File: src/hw/rtl/stt_pkg.sv
// Shared types, character codes and classification helpers for the source text tokenizer.
package stt_pkg;

  localparam logic [7:0] ChSpace = 8'h20;
  localparam logic [7:0] ChQuote = 8'h22;
  localparam logic [7:0] ChEq    = 8'h3D;
  localparam logic [7:0] ChLt    = 8'h3C;
  localparam logic [7:0] ChGt    = 8'h3E;
  localparam logic [7:0] ChBang  = 8'h21;
  localparam logic [7:0] ChNl    = 8'h0A;

  localparam int unsigned OutDepth = 4;
  localparam int unsigned PtrW     = $clog2(OutDepth);
  localparam int unsigned CntW     = $clog2(OutDepth + 1);

  typedef struct packed {
    logic [7:0] out_char;
    logic       starts_token;
    logic       last;
  } res_t;

  typedef struct packed {
    logic [1:0] num;
    res_t       r0;
    res_t       r1;
  } push_t;

  function automatic logic is_single_sep(input logic [7:0] c);
    logic hit;
    hit = 1'b0;
    unique case (c)
      8'h2B, 8'h2D, 8'h2F, 8'h2A, 8'h28, 8'h29, 8'h26, 8'h7C,
      8'h5B, 8'h5D, 8'h2C, 8'h7B, 8'h7D, ChNl, ChEq: hit = 1'b1;
      default: hit = 1'b0;
    endcase
    return hit;
  endfunction

  function automatic logic is_op_first(input logic [7:0] c);
    return (c == ChLt) || (c == ChGt) || (c == ChEq) || (c == ChBang);
  endfunction

endpackage

File: src/hw/rtl/source_text_tokenizer.sv
// Top level of the source text tokenizer.
// The tokenizer takes one text byte per cycle and passes token bytes on, one
// result per cycle, marking the first byte of each token. Each transaction is
// classified in the cycle it is accepted and its results enter a four-entry
// result queue, from which the output reads them in order.
// Input stall rises only when the queue holds more than two results, which
// happens when the output side stalls or when end-of-text transactions with two
// results come faster than the output can take the extra result; with a
// free-flowing output the sustained rate is one byte per cycle.
module source_text_tokenizer import stt_pkg::*; (
  input  logic       clk_i,
  input  logic       rst_ni,
  input  logic       in_valid_i,
  output logic       in_stall_o,
  input  logic [7:0] text_byte_i,
  input  logic       end_of_text_i,
  output logic       out_valid_o,
  input  logic       out_stall_i,
  output logic [7:0] out_char_o,
  output logic       starts_token_o,
  output logic       last_o
);

  logic  accept;
  logic  full;
  push_t push;
  res_t  res;

  assign in_stall_o = full;
  assign accept     = in_valid_i && !full;

  stt_core u_core (
    .clk_i         (clk_i),
    .rst_ni        (rst_ni),
    .accept_i      (accept),
    .text_byte_i   (text_byte_i),
    .end_of_text_i (end_of_text_i),
    .push_o        (push)
  );

  stt_out_fifo u_fifo (
    .clk_i       (clk_i),
    .rst_ni      (rst_ni),
    .push_i      (push),
    .full_o      (full),
    .out_valid_o (out_valid_o),
    .out_stall_i (out_stall_i),
    .out_res_o   (res)
  );

  assign out_char_o     = res.out_char;
  assign starts_token_o = res.starts_token;
  assign last_o         = res.last;

endmodule

File: src/hw/rtl/stt_core.sv
// Token classification logic and tokenizer state flags.
module stt_core import stt_pkg::*; (
  input  logic       clk_i,
  input  logic       rst_ni,
  input  logic       accept_i,
  input  logic [7:0] text_byte_i,
  input  logic       end_of_text_i,
  output push_t      push_o
);

  logic in_word_q, in_word_d;
  logic pending_q, pending_d;
  logic in_string_q, in_string_d;
  logic seen_q, seen_d;
  push_t push;

  always_comb begin
    in_word_d   = in_word_q;
    pending_d   = pending_q;
    in_string_d = in_string_q;
    seen_d      = seen_q;
    push        = '0;
    push.r0.out_char = text_byte_i;
    push.r0.last     = 1'b1;
    if (end_of_text_i) begin
      in_word_d   = 1'b0;
      pending_d   = 1'b0;
      in_string_d = 1'b0;
      seen_d      = 1'b0;
      if (in_string_q) begin
        push.r0 = '{out_char: ChQuote, starts_token: 1'b0, last: !seen_q};
        push.r1 = '{out_char: ChNl, starts_token: 1'b1, last: 1'b1};
        push.num = seen_q ? 2'd2 : 2'd1;
      end else if (seen_q) begin
        push.r0 = '{out_char: ChNl, starts_token: 1'b1, last: 1'b1};
        push.num = 2'd1;
      end
    end else begin
      push.num = 2'd1;
      seen_d   = 1'b1;
      priority if (in_string_q) begin
        if (text_byte_i == ChQuote) begin
          in_string_d = 1'b0;
        end
      end else if (text_byte_i == ChSpace) begin
        push.num  = 2'd0;
        seen_d    = seen_q;
        in_word_d = 1'b0;
        pending_d = 1'b0;
      end else if (text_byte_i == ChQuote) begin
        push.r0.starts_token = 1'b1;
        in_string_d = 1'b1;
        in_word_d   = 1'b0;
        pending_d   = 1'b0;
      end else if (pending_q && (text_byte_i == ChEq)) begin
        pending_d = 1'b0;
      end else if (is_op_first(text_byte_i)) begin
        push.r0.starts_token = 1'b1;
        pending_d = 1'b1;
        in_word_d = 1'b0;
      end else if (is_single_sep(text_byte_i)) begin
        push.r0.starts_token = 1'b1;
        in_word_d = 1'b0;
        pending_d = 1'b0;
      end else if (!in_word_q) begin
        push.r0.starts_token = 1'b1;
        in_word_d = 1'b1;
        pending_d = 1'b0;
      end else begin
        pending_d = 1'b0;
      end
    end
  end

  always_ff @(posedge clk_i or negedge rst_ni) begin
    if (!rst_ni) begin
      in_word_q   <= 1'b0;
      pending_q   <= 1'b0;
      in_string_q <= 1'b0;
      seen_q      <= 1'b0;
    end else if (accept_i) begin
      in_word_q   <= in_word_d;
      pending_q   <= pending_d;
      in_string_q <= in_string_d;
      seen_q      <= seen_d;
    end
  end

  always_comb begin
    push_o = push;
    if (!accept_i) begin
      push_o.num = 2'd0;
    end
  end

`ifndef NO_ASSERTIONS
  a_eot_clears: assert property (@(posedge clk_i) disable iff (!rst_ni)
    accept_i && end_of_text_i |=> !in_word_q && !pending_q && !in_string_q && !seen_q)
    else $error("state not cleared after end of text");
  a_flags_excl: assert property (@(posedge clk_i) disable iff (!rst_ni)
    $countones({in_word_q, pending_q, in_string_q}) <= 1)
    else $error("word, operator and string flags overlap");
  a_string_seen: assert property (@(posedge clk_i) disable iff (!rst_ni)
    in_string_q |-> seen_q)
    else $error("open string without any token seen");
`endif

endmodule

File: src/hw/rtl/stt_out_fifo.sv
// Small result queue that takes up to two results per cycle and delivers one.
module stt_out_fifo import stt_pkg::*; (
  input  logic       clk_i,
  input  logic       rst_ni,
  input  push_t      push_i,
  output logic       full_o,
  output logic       out_valid_o,
  input  logic       out_stall_i,
  output res_t       out_res_o
);

  res_t            mem_q [OutDepth];
  logic [PtrW-1:0] wr_q, rd_q;
  logic [CntW-1:0] cnt_q, cnt_d;
  logic            pop;
  logic [PtrW-1:0] wr_next;

  assign pop         = (cnt_q != '0) && !out_stall_i;
  assign out_valid_o = (cnt_q != '0);
  assign out_res_o   = mem_q[rd_q];
  assign full_o      = (cnt_q > CntW'(OutDepth - 2));
  assign wr_next     = wr_q + PtrW'(1);
  assign cnt_d       = cnt_q + CntW'(push_i.num) - CntW'(pop);

  always_ff @(posedge clk_i) begin
    if (push_i.num != 2'd0) begin
      mem_q[wr_q] <= push_i.r0;
    end
    if (push_i.num == 2'd2) begin
      mem_q[wr_next] <= push_i.r1;
    end
  end

  always_ff @(posedge clk_i or negedge rst_ni) begin
    if (!rst_ni) begin
      wr_q  <= '0;
      rd_q  <= '0;
      cnt_q <= '0;
    end else begin
      wr_q  <= wr_q + PtrW'(push_i.num);
      rd_q  <= rd_q + PtrW'(pop);
      cnt_q <= cnt_d;
    end
  end

`ifndef NO_ASSERTIONS
  a_no_overflow: assert property (@(posedge clk_i) disable iff (!rst_ni)
    cnt_q <= CntW'(OutDepth))
    else $error("result queue overflow");
  a_push_room: assert property (@(posedge clk_i) disable iff (!rst_ni)
    push_i.num != 2'd0 |-> !full_o)
    else $error("push while queue lacks room");
  a_ptr_gap: assert property (@(posedge clk_i) disable iff (!rst_ni)
    (cnt_q == '0) || (cnt_q == CntW'(OutDepth)) || (PtrW'(wr_q - rd_q) == PtrW'(cnt_q)))
    else $error("queue pointers disagree with count");
`endif

endmodule
File: config.mk
export PLATFORM = sky130hd
export DESIGN_NAME = source_text_tokenizer
export DESIGN_NICKNAME = d
export VERILOG_FILES = /design/src/hw/rtl/stt_pkg.sv /design/src/hw/rtl/source_text_tokenizer.sv /design/src/hw/rtl/stt_core.sv /design/src/hw/rtl/stt_out_fifo.sv
export SDC_FILE = /design/constraint.sdc
export NUM_CORES = 1
export LEC_CHECK = 0
export BUFFER_PORTS_ARGS = -buffer_cell sky130_fd_sc_hd__buf_2
export CAP_MARGIN = 40
export CORE_ASPECT_RATIO = 0.75
export CORE_MARGIN = 5
export CORE_UTILIZATION = 42
export DETAILED_ROUTE_END_ITERATION = 6
export PLACE_DENSITY = 0.61
export SETUP_SLACK_MARGIN = 0.5
export SLEW_MARGIN = 20
export SYNTH_ARGS = -nofsm -noshare
export SYNTH_HDL_FRONTEND = slang
export SYNTH_HIERARCHICAL = 1
export SYNTH_SLANG_ARGS = --single-unit
File: constraint.sdc
create_clock -name clk_i -period 2.5 [get_ports clk_i]
set_clock_uncertainty 0.15 [all_clocks]
set_input_delay 0.375 -clock clk_i [delete_from_list [all_inputs] [get_ports clk_i]]
set_output_delay 0.375 -clock clk_i [all_outputs]
set_load 0.02 [all_outputs]
==> metrics.yaml <==
run_status:
  status: "completed"
clock_network:
  h-tree-depth: 2
  cts_buffers: 5
  clockBufferDepth: 2
  cts.sinks: 51
  clkTransAtPathRegs_ns: 0.09
  cts_tree: "built"
  clk_latency_ns: 0.30
  root_buffer: "clkbuf_8"
routing:
  drt_iter0_drc: 60
  wl_per_cell_um: 17.5
  num_vias: 1936
  via_per_inst: 5.12
  drt_first_pass_iters: 4
  final_antenna_net_count: 0
  wl_mm: 6.60
  drc: 0
sta:
  min_period_over_period_pct: 89.5
  final_max_slew_viol_count: 0
  grt_setup_unrepaired: "true"
  relSlewSlack_pct: 56.5
  setup_slack_ns: 0.262
  setup_violations: 0
  tns_ns: 0
  fmax_mhz: 447
  worstMarginPinSlew_ns: 0.653
  period_needed_ns: 2.24
  hold_violations: 0
yosys:
  yosysSeqAreaShare_pct: 49.3
  netlist_area_um2: 2990
  ys_seq_elements: 51
  ys_warn_count: 6
  synth_ff_type: "edfxtp_1"
  yosysUniqueCellTypes: 52
  syn-mean-instance-area_um2: 13.7
  synth-edff-count: 40
  syn_inst: 218
  async_flop_share_pct: 21.6
placement:
  pre_cts_ws_ns: -0.0983
  routabilityCongestion: 0.745
  port_buffers: 24
  hpwlAfterDp_mm: 4.23
  placed_area_um2: 3540
final_layout:
  post-route-util_pct: 58.2
  multi_input_area_um2: 1730
  postLayoutCellArea_um2: 3990
  num-nets-final: 298
  syn2layout_area_growth_pct: 33.4
  seqCellArea_um2: 1480
  fillers: 543
  n_antenna_cell: 0
  drive_gt1_share_pct: 58.2
floorplan:
  die_width_um: 107
  rows: 26
  die_area_um2: 8930
  initial_core_util_pct: 43.6
  core_area_um2: 6860
  io_pins: 25
  die_h_um: 83.1
setup_path:
  path_class: "flop to flop"
  worstSetupEndpointType: "flop"
  cp.arrival_ns: 2.15
  worstRegToRegCells: 6
  crit_chain: "a21o_4, nor2b_4, and3_4, and2b_2, nand3_4, mux2_4"
  r2r_end: "u_fifo/mem_q[0][5]$_DFFE_PP_"
  slowest_stage: "dfrtp_1"
  rr_startpoint: "u_fifo/cnt_q[2]$_DFF_PN0_"
  crit_path_start_kind: "flop"
  critPathMaxFanout: 5
  cpPeakStageDelay_ns: 0.44
  required_ns: 2.41
  setup.reg_to_reg.worst_slack_ns: 0.26
min_path:
  whs_path_depth: 3
  hp-class: "input pin to flop"
  worstHoldEndpoint: "u_fifo/rd_q[0]$_DFF_PN0_"
  hold_start: "out_stall_i"
power_and_ir_drop:
  p_leak_nw: 1.51
  power_density_nw_per_um2: 978
  ir_drop_uv: 476
grt:
  gr-total-overflow: 0
  grt_pass1_wl_mm: 10.6
  grt_pass1_vias: 1955
  grt_start_max_net_pins: 19
  antenna_found_initial: 0
  grt_usage_pct: 15.2
job:
  maxCapViolCount: 0
cell usage in the layout, fill, tap and decap left out, types with 3 or more instances in the layout:
| cell | instances |
|---|---|
| inv_2 | 3 |
| dfrtp_1 | 9 |
| a21oi_1 | 3 |
| nand2_1 | 5 |
| buf_12 | 6 |
| nand2b_1 | 3 |
| nand3_1 | 5 |
| nor2_1 | 5 |
| mux2_2 | 16 |
| nor2b_1 | 3 |
| xor2_1 | 3 |
| buf_2 | 24 |
| clkbuf_8 | 6 |
| buf_4 | 26 |
| nor2_4 | 3 |
| buf_6 | 6 |
| inv_1 | 4 |
| mux2_4 | 24 |
| mux4_2 | 10 |
| ha_4 | 4 |
| and2_1 | 6 |
| conb_1 | 6 |
| edfxtp_1 | 40 |
per-stage QoR:
| stage | instances | total power [mW] | hold slack (ns) |
|---|---|---|---|
| 3_3_place_gp | 350 | 2.94 | 0.123 |
| 3_5_place_dp | 350 | 2.96 | 0.126 |
| 5_1_grt | 378 | 4.14 | 0.267 |
| 4_1_cts | 374 | 3.80 | 0.258 |
| 2_1_floorplan | 223 | 2.52 | -0.0706 |
| 6_report | 378 | 3.90 | 0.271 |
what timing repair did:
action / in CTS / in global routing
hold buffers: 1 / 0
setup endpoints to repair: 92 / 95
endpoints found under the hold margin: 11 / 0
cloned: 3 / 0
pin swaps: 4 / 11
buffers inserted: 12 / 4
gates resized for setup: 24 / 16
power breakdown:
group | internal [mW] | switching [mW]
Clock | 0.229 | 0.277
Sequential | 1.19 | 0.223
Combinational | 1.05 | 0.927
flip-flops by register name (all words and copies together) (netlist names):
| signal | flops |
|---|---|
| u_fifo/cnt_q | 3 |
| u_fifo/mem_q | 40 |
| u_core/in_word_q | 1 |
| u_core/seen_q | 1 |
| u_core/pending_q | 1 |
| u_fifo/wr_q | 2 |
| u_core/in_string_q | 1 |
| u_fifo/rd_q | 2 |
how the worst max path moves through the flow:
| stage | from | end | slack, ns | cells past startpoint |
|---|---|---|---|---|
| after floorplan | text_byte_i[3] | u_fifo/mem_q[1][0]$_DFFE_PP_ | -0.03 | 7 |
| after global placement | text_byte_i[3] | u_fifo/mem_q[0][1]$_DFFE_PP_ | -0.09 | 7 |
| after detailed placement | text_byte_i[3] | u_fifo/mem_q[1][1]$_DFFE_PP_ | -0.1 | 7 |
| after CTS | u_fifo/cnt_q[0]$_DFF_PN0_ | u_fifo/cnt_q[2]$_DFF_PN0_ | 0.25 | 8 |
| after global routing | u_fifo/cnt_q[2]$_DFF_PN0_ | u_fifo/cnt_q[2]$_DFF_PN0_ | 0.17 | 8 |
| final | u_fifo/cnt_q[2]$_DFF_PN0_ | u_fifo/mem_q[0][5]$_DFFE_PP_ | 0.26 | 6 |
cells in the mapped netlist (3+ instances only):
library cell	instances	area (um2)
edfxtp_1	40	1200
mux2_2	40	450
dfrtp_1	11	275
mux4_2	10	225
buf_4	9	67.6
inv_1	7	26.3
and2_1	6	37.5
nand2_1	6	22.5
nor2_1	6	22.5
buf_2	5	25.0
ha_1	5	62.6
nand3_1	5	25.0
a21oi_1	4	20.0
nor2b_1	4	25.0
o21ai_0	4	20.0
xor2_1	4	35.0
a21o_1	3	22.5
nand2b_1	3	18.8
nor3b_1	3	22.5
xnor2_1	3	26.3
layout make-up:
type	instances	area share [%]
Inverter	7	0.658
Sequential cell	51	37.0
Timing Repair Buffer	64	13.5
Clock buffer	7	2.16
Clock inverter	1	0.219
Tap cell	98	3.07
Multi-Input combinational cell	150	43.3
cell families after synthesis:
family / Yosys count / synth area share [%]
DFF: 51 / 49.3
other: 1 / 0.125
adders and majority gates: 6 / 2.76
and+or+nand+nor: 55 / 12.5
buffers and inverters: 24 / 4.60
muxes: 51 / 22.9
xor gates and xnor gates: 7 / 2.05
AOI/OAI and AO/OA: 23 / 5.77
layer usage:
layer | GRT usage (%) | vias up | wire length, um
met5 | 0 | - | 0
li1 | - | 953 | -
met4 | 2.41 | 0 | 26
met2 | 23.8 | 33 | 3080
met1 | 22.4 | 946 | 3320
met3 | 3.02 | 4 | 177
critical path: cells and delay by family, from the launching register on:
family / cells / cell delay [ns]
AO/OA/AOI/OAI: 1 / 0.22
multiplexers: 1 / 0.36
AND/OR/NAND/NOR: 4 / 0.82
flip-flops: 1 / 0.44
Power figures use the tool's default switching activity.
